<file path="src/rtl/core/assert_macros.svh">
// Assertion helpers, clocked on clk and off during reset.
`ifndef ASSERT_MACROS_SVH
`define ASSERT_MACROS_SVH

// Plain property check.
`define BIA_ASSERT(lbl, prop, msg) \
	lbl: assert property (@(posedge clk) disable iff (!arst_n) prop) else $error(msg);

// Antecedent this cycle, consequent in the next.
`define BIA_ASSERT_NEXT(lbl, ante, cons, msg) \
	lbl: assert property (@(posedge clk) disable iff (!arst_n) (ante) |=> (cons)) else $error(msg);

`endif

</file>
<file path="src/rtl/core/bia_pkg.sv">
`default_nettype none

package bia_pkg;

	// map word geometry
	localparam int unsigned WORD_W = 64;
	localparam int unsigned OFF_W  = 6;

	// fixed field widths
	localparam int unsigned ID_W   = 32;
	localparam int unsigned CNT_W  = 11;
	localparam int unsigned SKIP_W = 4;
	localparam int unsigned SKIP_N = 16;

	// operation codes
	localparam logic [1:0] OP_ALLOC = 2'd0;
	localparam logic [1:0] OP_FREE  = 2'd1;
	localparam logic [1:0] OP_INIT  = 2'd2;

	// status codes
	localparam logic [1:0] ST_OK    = 2'd0;
	localparam logic [1:0] ST_FULL  = 2'd1;
	localparam logic [1:0] ST_RANGE = 2'd2;

	// configuration register indexes
	localparam logic [2:0] REG_ID_BASE    = 3'd0;
	localparam logic [2:0] REG_ID_COUNT   = 3'd1;
	localparam logic [2:0] REG_RESERVED   = 3'd2;
	localparam logic [2:0] REG_RANDOM     = 3'd3;
	localparam logic [2:0] REG_KEEP_EMPTY = 3'd4;

	localparam logic [ID_W-1:0] ALLOC_FAIL_ID = '1;

	typedef logic [WORD_W-1:0] word_t;

	// n low bits set; n of 64 or more gives all ones
	function automatic word_t lomask(input logic [OFF_W:0] n);
		word_t m;
		if (n >= 7'(WORD_W)) begin
			m = '1;
		end else begin
			m = (word_t'(1) << n) - word_t'(1);
		end
		return m;
	endfunction

endpackage

`default_nettype wire

</file>
<file path="src/rtl/core/bitmap_id_allocator.sv">
`default_nettype none

// Channel    Ports                                   Transfer
// command    start, operation, id_in, skip_in        start & !busy
// result     done, id_out, status                    done, one cycle
// config     cfg_wr_en, cfg_index, cfg_wdata         cfg_wr_en, any cycle
//
// The used map sits in a memory of 64-bit words, NWORDS = ceil(MAP_SIZE/64).
// Allocate reads one word per cycle through a single search unit, at most NWORDS + 1
// words (17 at the default size); a found ID adds a write of the word, a full map ends
// the scan, and when no IDs are managed the result comes without any read.
// Free runs compare, read, write; init sweeps every word; other codes answer from idle.
// After reset the map is swept to zero with busy high.
// done drops busy in the same cycle; the receiver cannot stall a result.

`include "assert_macros.svh"

module bitmap_id_allocator #(
	parameter int unsigned MAP_SIZE   = 1024,
	parameter int unsigned SKIP_RANGE = 16
) (
	input  wire logic                          clk,
	input  wire logic                          arst_n,
	// command
	input  wire logic                          start,
	output logic                               busy,
	input  wire logic [1:0]                    operation,
	input  wire logic [bia_pkg::ID_W-1:0]      id_in,
	input  wire logic [bia_pkg::SKIP_W-1:0]    skip_in,
	// result
	output logic                               done,
	output logic [bia_pkg::ID_W-1:0]           id_out,
	output logic [1:0]                         status,
	// config
	input  wire logic                          cfg_wr_en,
	input  wire logic [2:0]                    cfg_index,
	input  wire logic [bia_pkg::ID_W-1:0]      cfg_wdata
);

	localparam int unsigned OFF_W  = bia_pkg::OFF_W;
	localparam int unsigned WORD_W = bia_pkg::WORD_W;
	localparam int unsigned IW     = $clog2(MAP_SIZE);
	localparam int unsigned NWORDS = (MAP_SIZE + WORD_W - 1) / WORD_W;
	localparam int unsigned AW     = (NWORDS > 1) ? $clog2(NWORDS) : 1;
	localparam int unsigned FW     = AW + OFF_W;
	localparam int unsigned EW     = (bia_pkg::CNT_W > IW + 1) ? bia_pkg::CNT_W : IW + 1;
	localparam int unsigned RW     = ((EW > FW) ? EW : FW) + 1;
	localparam logic [AW-1:0] LAST_WORD = AW'(NWORDS - 1);

	localparam logic [2:0] S_IDLE     = 3'd0;
	localparam logic [2:0] S_CLEAR    = 3'd1;
	localparam logic [2:0] S_SCAN     = 3'd2;
	localparam logic [2:0] S_ALLOC_WR = 3'd3;
	localparam logic [2:0] S_FREE_CHK = 3'd4;
	localparam logic [2:0] S_FREE_RD  = 3'd5;
	localparam logic [2:0] S_FREE_WR  = 3'd6;

	// configuration registers
	logic [bia_pkg::ID_W-1:0]  id_base_q;
	logic [bia_pkg::CNT_W-1:0] id_count_q;
	logic [bia_pkg::CNT_W-1:0] reserved_count_q;
	logic                      random_mode_q;
	logic                      keep_empty_q;

	// control and item state
	logic [2:0]                 state_q;
	logic [1:0]                 op_q;
	logic [bia_pkg::ID_W-1:0]   id_in_q;
	logic [bia_pkg::SKIP_W-1:0] skip_q;
	logic [IW-1:0]              next_pos_q;
	logic [AW-1:0]              sweep_word_q;
	logic                       sweep_init_q;
	logic [AW-1:0]              sc_word_q;
	logic                       sc_pass_q;
	logic                       sc_issue_q;
	logic                       chk_vld_s1;
	logic [AW-1:0]              chk_word_s1;
	logic                       chk_pass_s1;
	bia_pkg::word_t             alloc_data_q;
	logic [AW-1:0]              alloc_word_q;
	logic [OFF_W-1:0]           alloc_off_q;
	logic [AW-1:0]              free_word_q;
	logic [OFF_W-1:0]           free_off_q;
	logic                       done_q;
	logic [bia_pkg::ID_W-1:0]   id_out_q;
	logic [1:0]                 status_q;

	// map memory
	bia_pkg::word_t mem [NWORDS];
	bia_pkg::word_t rdata_q;
	logic           mem_we;
	logic           mem_re;
	logic [AW-1:0]  mem_wa;
	logic [AW-1:0]  mem_ra;
	bia_pkg::word_t mem_wd;

	// derived values
	logic [bia_pkg::SKIP_W-1:0] skip_tbl [bia_pkg::SKIP_N];
	logic [bia_pkg::SKIP_W-1:0] skip_mod;
	logic [EW-1:0]              cnt;
	logic [EW-1:0]              cnt_m1;
	logic [EW-1:0]              res_eff;
	logic [AW-1:0]              last_word;
	logic [OFF_W:0]             end_off;
	logic [FW-1:0]              start_pos;
	logic [AW-1:0]              start_word;
	logic [OFF_W-1:0]           start_off;
	logic [RW-1:0]              sweep_base;
	logic [RW-1:0]              sweep_diff;
	bia_pkg::word_t             sweep_pattern;
	logic [OFF_W:0]             srch_lo;
	logic [OFF_W:0]             srch_hi;
	logic                       srch_found;
	logic [OFF_W-1:0]           srch_off;
	logic [bia_pkg::ID_W-1:0]   free_idx;
	logic [FW-1:0]              free_pos;
	logic [FW-1:0]              alloc_idx;
	logic [RW-1:0]              np_sum;

	assign busy   = (state_q != S_IDLE);
	assign done   = done_q;
	assign id_out = id_out_q;
	assign status = status_q;

	// skip modulo range, worked out per code at elaboration
	for (genvar g = 0; g < bia_pkg::SKIP_N; g++) begin : g_skip
		localparam int unsigned SKIP_MOD = g % SKIP_RANGE;
		assign skip_tbl[g] = bia_pkg::SKIP_W'(SKIP_MOD);
	end
	assign skip_mod = skip_tbl[skip_in];

	// effective count and reserved span
	assign cnt     = (EW'(id_count_q) > EW'(MAP_SIZE)) ? EW'(MAP_SIZE) : EW'(id_count_q);
	assign cnt_m1  = cnt - EW'(1);
	assign res_eff = keep_empty_q ? '0 :
	                 ((EW'(reserved_count_q) > cnt) ? cnt : EW'(reserved_count_q));

	// search window limits
	assign last_word  = AW'(cnt_m1 >> OFF_W);
	assign end_off    = (OFF_W + 1)'(cnt_m1[OFF_W-1:0]) + (OFF_W + 1)'(1);
	assign start_pos  = (EW'(next_pos_q) < cnt) ? FW'(next_pos_q) : '0;
	assign start_word = start_pos[FW-1:OFF_W];
	assign start_off  = start_pos[OFF_W-1:0];

	// init fill pattern for the word being swept
	assign sweep_base = RW'({sweep_word_q, {OFF_W{1'b0}}});
	assign sweep_diff = RW'(res_eff) - sweep_base;
	assign sweep_pattern = (RW'(res_eff) > sweep_base) ?
		bia_pkg::lomask((sweep_diff >= RW'(WORD_W)) ? (OFF_W + 1)'(WORD_W) :
		                sweep_diff[OFF_W:0]) : '0;

	// window for the word now in the check stage
	always_comb begin
		srch_lo = '0;
		srch_hi = (OFF_W + 1)'(WORD_W);
		if (!chk_pass_s1) begin
			if (chk_word_s1 == start_word) srch_lo = {1'b0, start_off};
			if (chk_word_s1 == last_word)  srch_hi = end_off;
		end else begin
			if (chk_word_s1 == start_word) srch_hi = {1'b0, start_off};
			else if (chk_word_s1 == last_word) srch_hi = end_off;
		end
	end

	bia_word_search u_search (
		.data  (rdata_q),
		.lo    (srch_lo),
		.hi    (srch_hi),
		.found (srch_found),
		.off   (srch_off)
	);

	assign free_idx  = id_in_q - id_base_q;
	assign free_pos  = FW'(free_idx);
	assign alloc_idx = {alloc_word_q, alloc_off_q};
	assign np_sum    = random_mode_q ? (RW'(next_pos_q) + RW'(skip_q)) :
	                                   (RW'(alloc_idx) + RW'(1));

	// memory port selection
	always_comb begin
		mem_we = 1'b0;
		mem_wa = sweep_word_q;
		mem_wd = '0;
		mem_re = 1'b0;
		mem_ra = sc_word_q;
		case (state_q)
			S_CLEAR: begin
				mem_we = 1'b1;
				mem_wd = sweep_init_q ? sweep_pattern : '0;
			end
			S_SCAN: begin
				mem_re = sc_issue_q;
			end
			S_ALLOC_WR: begin
				mem_we = 1'b1;
				mem_wa = alloc_word_q;
				mem_wd = alloc_data_q | (bia_pkg::word_t'(1) << alloc_off_q);
			end
			S_FREE_RD: begin
				mem_re = 1'b1;
				mem_ra = free_word_q;
			end
			S_FREE_WR: begin
				mem_we = 1'b1;
				mem_wa = free_word_q;
				mem_wd = rdata_q & ~(bia_pkg::word_t'(1) << free_off_q);
			end
			default: begin
			end
		endcase
	end

	always_ff @(posedge clk) begin
		if (mem_we) mem[mem_wa] <= mem_wd;
		if (mem_re) rdata_q <= mem[mem_ra];
	end

	// configuration writes
	always_ff @(posedge clk or negedge arst_n) begin
		if (!arst_n) begin
			id_base_q        <= '0;
			id_count_q       <= bia_pkg::CNT_W'(1024);
			reserved_count_q <= '0;
			random_mode_q    <= 1'b0;
			keep_empty_q     <= 1'b0;
		end else if (cfg_wr_en) begin
			case (cfg_index)
				bia_pkg::REG_ID_BASE:    id_base_q        <= cfg_wdata;
				bia_pkg::REG_ID_COUNT:   id_count_q       <= cfg_wdata[bia_pkg::CNT_W-1:0];
				bia_pkg::REG_RESERVED:   reserved_count_q <= cfg_wdata[bia_pkg::CNT_W-1:0];
				bia_pkg::REG_RANDOM:     random_mode_q    <= cfg_wdata[0];
				bia_pkg::REG_KEEP_EMPTY: keep_empty_q     <= cfg_wdata[0];
				default: begin
				end
			endcase
		end
	end

	// sequencer
	always_ff @(posedge clk or negedge arst_n) begin
		if (!arst_n) begin
			state_q      <= S_CLEAR;
			op_q         <= bia_pkg::OP_ALLOC;
			id_in_q      <= '0;
			skip_q       <= '0;
			next_pos_q   <= '0;
			sweep_word_q <= '0;
			sweep_init_q <= 1'b0;
			sc_word_q    <= '0;
			sc_pass_q    <= 1'b0;
			sc_issue_q   <= 1'b0;
			chk_vld_s1   <= 1'b0;
			chk_word_s1  <= '0;
			chk_pass_s1  <= 1'b0;
			alloc_data_q <= '0;
			alloc_word_q <= '0;
			alloc_off_q  <= '0;
			free_word_q  <= '0;
			free_off_q   <= '0;
			done_q       <= 1'b0;
			id_out_q     <= '0;
			status_q     <= bia_pkg::ST_OK;
		end else begin
			done_q <= 1'b0;
			case (state_q)
				S_IDLE: begin
					if (start) begin
						op_q    <= operation;
						id_in_q <= id_in;
						skip_q  <= skip_mod;
						case (operation)
							bia_pkg::OP_ALLOC: begin
								if (cnt == '0) begin
									done_q   <= 1'b1;
									id_out_q <= bia_pkg::ALLOC_FAIL_ID;
									status_q <= bia_pkg::ST_FULL;
								end else begin
									state_q    <= S_SCAN;
									sc_word_q  <= start_word;
									sc_pass_q  <= 1'b0;
									sc_issue_q <= 1'b1;
									chk_vld_s1 <= 1'b0;
								end
							end
							bia_pkg::OP_FREE: begin
								state_q <= S_FREE_CHK;
							end
							bia_pkg::OP_INIT: begin
								state_q      <= S_CLEAR;
								sweep_word_q <= '0;
								sweep_init_q <= 1'b1;
								next_pos_q   <= random_mode_q ? IW'(skip_mod) : '0;
							end
							default: begin
								done_q   <= 1'b1;
								id_out_q <= '0;
								status_q <= bia_pkg::ST_OK;
							end
						endcase
					end
				end
				// one word per cycle, both for reset clearing and init
				S_CLEAR: begin
					if (sweep_word_q == LAST_WORD) begin
						state_q <= S_IDLE;
						if (sweep_init_q) begin
							done_q   <= 1'b1;
							id_out_q <= '0;
							status_q <= bia_pkg::ST_OK;
						end
					end else begin
						sweep_word_q <= sweep_word_q + AW'(1);
					end
				end
				// read stage issues words, check stage tests the one read before
				S_SCAN: begin
					chk_vld_s1  <= sc_issue_q;
					chk_word_s1 <= sc_word_q;
					chk_pass_s1 <= sc_pass_q;
					if (sc_issue_q) begin
						if (!sc_pass_q && sc_word_q == last_word) begin
							sc_pass_q <= 1'b1;
							sc_word_q <= '0;
						end else if (sc_pass_q && sc_word_q == start_word) begin
							sc_issue_q <= 1'b0;
						end else begin
							sc_word_q <= sc_word_q + AW'(1);
						end
					end
					if (chk_vld_s1) begin
						if (srch_found) begin
							state_q      <= S_ALLOC_WR;
							sc_issue_q   <= 1'b0;
							alloc_data_q <= rdata_q;
							alloc_word_q <= chk_word_s1;
							alloc_off_q  <= srch_off;
						end else if (chk_pass_s1 && chk_word_s1 == start_word) begin
							state_q    <= S_IDLE;
							sc_issue_q <= 1'b0;
							done_q     <= 1'b1;
							id_out_q   <= bia_pkg::ALLOC_FAIL_ID;
							status_q   <= bia_pkg::ST_FULL;
						end
					end
				end
				S_ALLOC_WR: begin
					state_q    <= S_IDLE;
					done_q     <= 1'b1;
					id_out_q   <= id_base_q + bia_pkg::ID_W'(alloc_idx);
					status_q   <= bia_pkg::ST_OK;
					next_pos_q <= (np_sum >= RW'(cnt)) ? '0 : IW'(np_sum);
				end
				S_FREE_CHK: begin
					if (free_idx < bia_pkg::ID_W'(cnt)) begin
						state_q     <= S_FREE_RD;
						free_word_q <= free_pos[FW-1:OFF_W];
						free_off_q  <= free_pos[OFF_W-1:0];
					end else begin
						state_q  <= S_IDLE;
						done_q   <= 1'b1;
						id_out_q <= '0;
						status_q <= bia_pkg::ST_RANGE;
					end
				end
				S_FREE_RD: begin
					state_q <= S_FREE_WR;
				end
				S_FREE_WR: begin
					state_q  <= S_IDLE;
					done_q   <= 1'b1;
					id_out_q <= '0;
					status_q <= bia_pkg::ST_OK;
				end
				default: begin
					state_q <= S_IDLE;
				end
			endcase
		end
	end

	// checks
	`BIA_ASSERT(a_done_not_busy, done |-> !busy, "result beat while still busy")
	`BIA_ASSERT_NEXT(a_accept_runs, start && !busy, busy || done, "accepted item left no trace")
	`BIA_ASSERT(a_full_id, (done && status == bia_pkg::ST_FULL) |-> (id_out == bia_pkg::ALLOC_FAIL_ID), "full without fail ID")
	`BIA_ASSERT(a_range_free, (done && status == bia_pkg::ST_RANGE) |-> (op_q == bia_pkg::OP_FREE), "range status on non-free item")

endmodule

`default_nettype wire

</file>
<file path="src/rtl/core/bia_word_search.sv">
`default_nettype none

// Finds the lowest free bit of one map word inside the window [lo, hi).
module bia_word_search (
	input  wire bia_pkg::word_t              data,
	input  wire logic [bia_pkg::OFF_W:0]     lo,
	input  wire logic [bia_pkg::OFF_W:0]     hi,
	output logic                             found,
	output logic [bia_pkg::OFF_W-1:0]        off
);

	bia_pkg::word_t avail;

	// free bits inside the window
	assign avail = ~data & bia_pkg::lomask(hi) & ~bia_pkg::lomask(lo);
	assign found = |avail;

	// priority encode, lowest bit wins
	always_comb begin
		off = '0;
		for (int i = bia_pkg::WORD_W - 1; i >= 0; i--) begin
			if (avail[i]) begin
				off = bia_pkg::OFF_W'(i);
			end
		end
	end

endmodule

`default_nettype wire
</file>
<file path="config.mk">
export PLATFORM = sky130hd
export DESIGN_NAME = bitmap_id_allocator
export DESIGN_NICKNAME = d
export VERILOG_FILES = /design/src/rtl/core/bia_pkg.sv /design/src/rtl/core/bitmap_id_allocator.sv /design/src/rtl/core/bia_word_search.sv
export VERILOG_INCLUDE_DIRS = /design/src /design/src/rtl/core
export SDC_FILE = /design/constraint.sdc
export NUM_CORES = 2
export LEC_CHECK = 0
export BUFFER_PORTS_ARGS = -buffer_cell sky130_fd_sc_hd__buf_2
export CAP_MARGIN = 30
export CORE_AREA = 2 2 349 351
export DETAILED_ROUTE_END_ITERATION = 8
export DIE_AREA = 0 0 351 353
export PLACE_DENSITY = 0.8
export SYNTH_ARGS = -nofsm -noshare
export SYNTH_HDL_FRONTEND = slang
export SYNTH_SLANG_ARGS = --single-unit
</file>
<file path="constraint.sdc">
create_clock -name clk -period 12.1 [get_ports clk]
set_input_delay 1.21 -clock clk [delete_from_list [all_inputs] [get_ports clk]]
set_output_delay 1.21 -clock clk [all_outputs]
set_load 0.03 [all_outputs]
</file>
==> flow_metrics.py <==
metrics = {
    "layout": {
        "layout_commonest_cell": "edfxtp_1",
        "final_util": 0.604,
        "layout_common_cells": "edfxtp_1, nand2_1, a211oi_1",
        "seqCellArea_um2": 38700,
        "area_delta_synth_final_pct": 10.9,
        "stdcell_count": 7557,
        "nFillCells": 9378,
        "multiInputGateArea_um2": 25300,
        "drive_gt1_frac": 0.117,
        "design_area_um2": 72900,
        "fin_nets": 5998,
    },
    "sta": {
        "min_period_ns": 9.80,
        "fin_crit_sh": 0.810,
        "setup-violations-final": 0,
        "finalMaxSlewViolations": 0,
        "rsz0062_at_grt": "no",
        "fmax_mhz": 102,
        "finClkSkew_ns": 0.0393,
        "worst_pin_slew_ns": 1.10,
        "whs_ns": 0.486,
        "final.setup.tns_ns": 0,
        "finalHoldViolations": 0,
        "relSlewSlack": 0.261,
    },
    "routing": {
        "drtIter0Drc": 6197,
        "wl_mm": 220,
        "routed_via_density": 6.76,
        "firstDrtPassIters": 6,
        "drcViolationCount": 0,
        "drtAntennaViolNets": 0,
        "avgRoutedWirePerCell_um": 29.0,
        "routed-via-count": 51100,
    },
    "synthesis": {
        "synth_area_leaders": "edfxtp_1, dfrtp_1, nand2_1, a211oi_1, and2_1",
        "synth.net_count": 5959,
        "synth.avg_cell_area_um2": 11.4,
        "yosysTopAreaCell": "edfxtp_1",
        "synth_top_flop_cell": "edfxtp_1",
        "synth_top_area_frac": 0.497,
        "synthArstFlopShare": 0.181,
        "ys_warn_count": 0,
        "ys_ff_latch": 1329,
        "ys_seq_area_frac": 0.589,
        "syn_area_um2": 65700,
        "netlist_instances": 5772,
        "synth_edf_count": 1088,
        "synth.distinct_cells": 112,
    },
    "placement": {
        "gp_congestion": 1.11,
        "dpl_cell_area_um2": 68600,
        "dp_hpwl_mm": 145,
        "portBuffers": 112,
        "dp.cells": 7291,
    },
    "min_path": {
        "hold_path_class": "input pin to async pin",
    },
    "cts": {
        "cts_made_buffers": 136,
        "clkTransAtPathRegs_ns": 0.06,
        "cts_max_level": 4,
        "root_buffer": "clkbuf_16",
        "insertion_delay_ns": 0.79,
        "postCtsResizedCells": 0,
        "clock_path_buffers": 3,
        "hold_buffers": 0,
        "clkSinkCount": 1329,
        "cts_tree": "yes",
        "post_cts_buffers": 0,
    },
    "floorplanning": {
        "die-area_um2": 124000,
        "core_um2": 121000,
        "initial_core_util": 0.545,
        "boundaryPins": 113,
        "die_y_um": 353,
        "die_x_um": 351,
        "fp-row-count": 128,
    },
    "power": {
        "p_leak_uw": 0.0254,
        "ir_drop_mv": 0.206,
        "power_density_nw_per_um2": 268,
    },
    "global_route": {
        "grt_max_degree": 195,
        "antenna_found_initial": 25,
        "overflow": 0,
        "grt_pass1_vias": 48800,
        "grt_first_pass_wirelength_mm": 320,
        "grt_usage": 0.350,
    },
    "setup_path": {
        "cp-start-kind": "register",
        "crit_type": "register to register",
        "path_max_fanout": 33,
        "worstSetupEndpointType": "register",
        "cp.arrival_ns": 10.45,
        "crit_required_ns": 12.75,
    },
    "run_status": {
        "status": "finished, final reports clean",
    },
    "run": {
        "cap_violations": 0,
    },
}
==> final timing paths <==
path / start / endpoint / slack (ns) / cells after the start
worst max-delay path: id_count_q[10] / id_out[27] / 2.30 / 26
worst min-delay path: arst_n / id_out[22] / 0.49 / 1
worst max register to register: id_count_q[10] / id_out[27] / 2.30 / 26
worst min register to register: alloc_data_q[4] / alloc_data_q[4] / 0.49 / 1
max in group asynchronous: arst_n / free_off_q[1] / 10.13 / 2
min in group clk: alloc_data_q[4] / alloc_data_q[4] / 0.49 / 1
==> cells by family (layout without fill, tap and decap cells) <==
kind of cell             count (synthesis)  in the layout  synth area share
multiplexers                           199            199            0.0353
adder cells (fa/ha/maj)                110            110            0.0214
flip-flops                            1329           1329             0.589
XOR/XNOR                               110            110            0.0147
other                                    0             14                 0
AND/OR/NAND/NOR                       1856           1856             0.136
buffers and inverters                  507            653            0.0303
AO/OA/AOI/OAI                         1661           1661             0.173
==> per-layer routing <==
metal  routed length [um]  share of wire  track usage
met5                  114        0.00052            0
met4                11300          0.052        0.165
met3                24000           0.11       0.0942
met2                99100           0.45        0.532
met1                85000           0.39        0.469
==> critical path, stage by stage (launching register included) <==
cell and delay [ns]:
dfstp_2 0.51, nor2b_1 0.54, inv_1 0.37, ha_1 0.30
nor4b_1 0.34, o21bai_1 0.16, a41o_1 0.34, o31ai_1 0.63
a22o_1 0.75, or3_1 0.34, nand2_2 0.31, nor3_1 0.50
nand3_1 0.15, ha_1 0.25, buf_4 0.24, inv_1 0.23
o32a_1 0.74, a211oi_1 0.15, o311ai_2 0.45, nand4_1 0.19
nor4b_1 0.47, and4_1 0.34, a31oi_1 0.23, o22ai_2 0.28
o21ai_4 0.08, buf_4 0.33, mux2_4 0.37
==> state kept, by name, indices dropped and copies added, names as in the netlist, 2 cells and up <==
register / cells
alloc_data_q: 64
alloc_off_q: 6
alloc_word_q: 4
chk_word_s1: 4
free_off_q: 6
free_word_q: 4
id_base_q: 32
id_count_q: 11
id_in_q: 32
id_out: 32
mem: 1024
next_pos_q: 10
rdata_q: 64
reserved_count_q: 11
sc_word_q: 4
skip_q: 4
state_q: 3
status: 2
sweep_word_q: 4
==> cell type report <==
| cell class | instances | share of cell area |
|---|---|---|
| flip-flops and latches | 1329 | 0.531 |
| multi-input cells | 3936 | 0.347 |
| clock buffers | 194 | 0.0514 |
| repair buffers | 302 | 0.0301 |
| well taps | 1625 | 0.0279 |
| clock inverters | 51 | 0.00606 |
| inverters | 106 | 0.00546 |
| diodes | 14 | 0.000481 |
==> through the flow <==
step	power [uW]	setup slack, ns
finish	19600	2.30
detailed placement	15300	2.63
global route	20400	1.69
floorplan	12200	3.75
global placement	15100	2.84
CTS	19300	2.59
==> Yosys cell counts, drive strengths merged, types with 32 or more instances <==
cell / number
edfxtp: 1088
nand2: 801
clkbuf: 354
a211oi: 346
a21oi: 344
and2: 284
nor2: 243
dfrtp: 239
o21ai: 219
a31oi: 188
mux2: 171
a311oi: 140
nand3: 137
nor3: 111
ha: 106
inv: 103
o211ai: 89
xnor2: 80
buf: 47
nand4: 44
nor2b: 37
nor4: 36
o221ai: 36
nand2b: 33
a21o: 32
and3: 32
==> report_power, final <==
| group | leakage (uW) | internal [uW] | total, uW | switching (uW) |
|---|---|---|---|---|
| Clock | 0.00203 | 2220 | 4000 | 1780 |
| Sequential | 0.0130 | 6410 | 7170 | 760 |
| Combinational | 0.0104 | 2650 | 8380 | 5730 |
| Total | 0.0254 | 11300 | 19600 | 8270 |
Note: power is estimated with default switching activity, not from simulation.
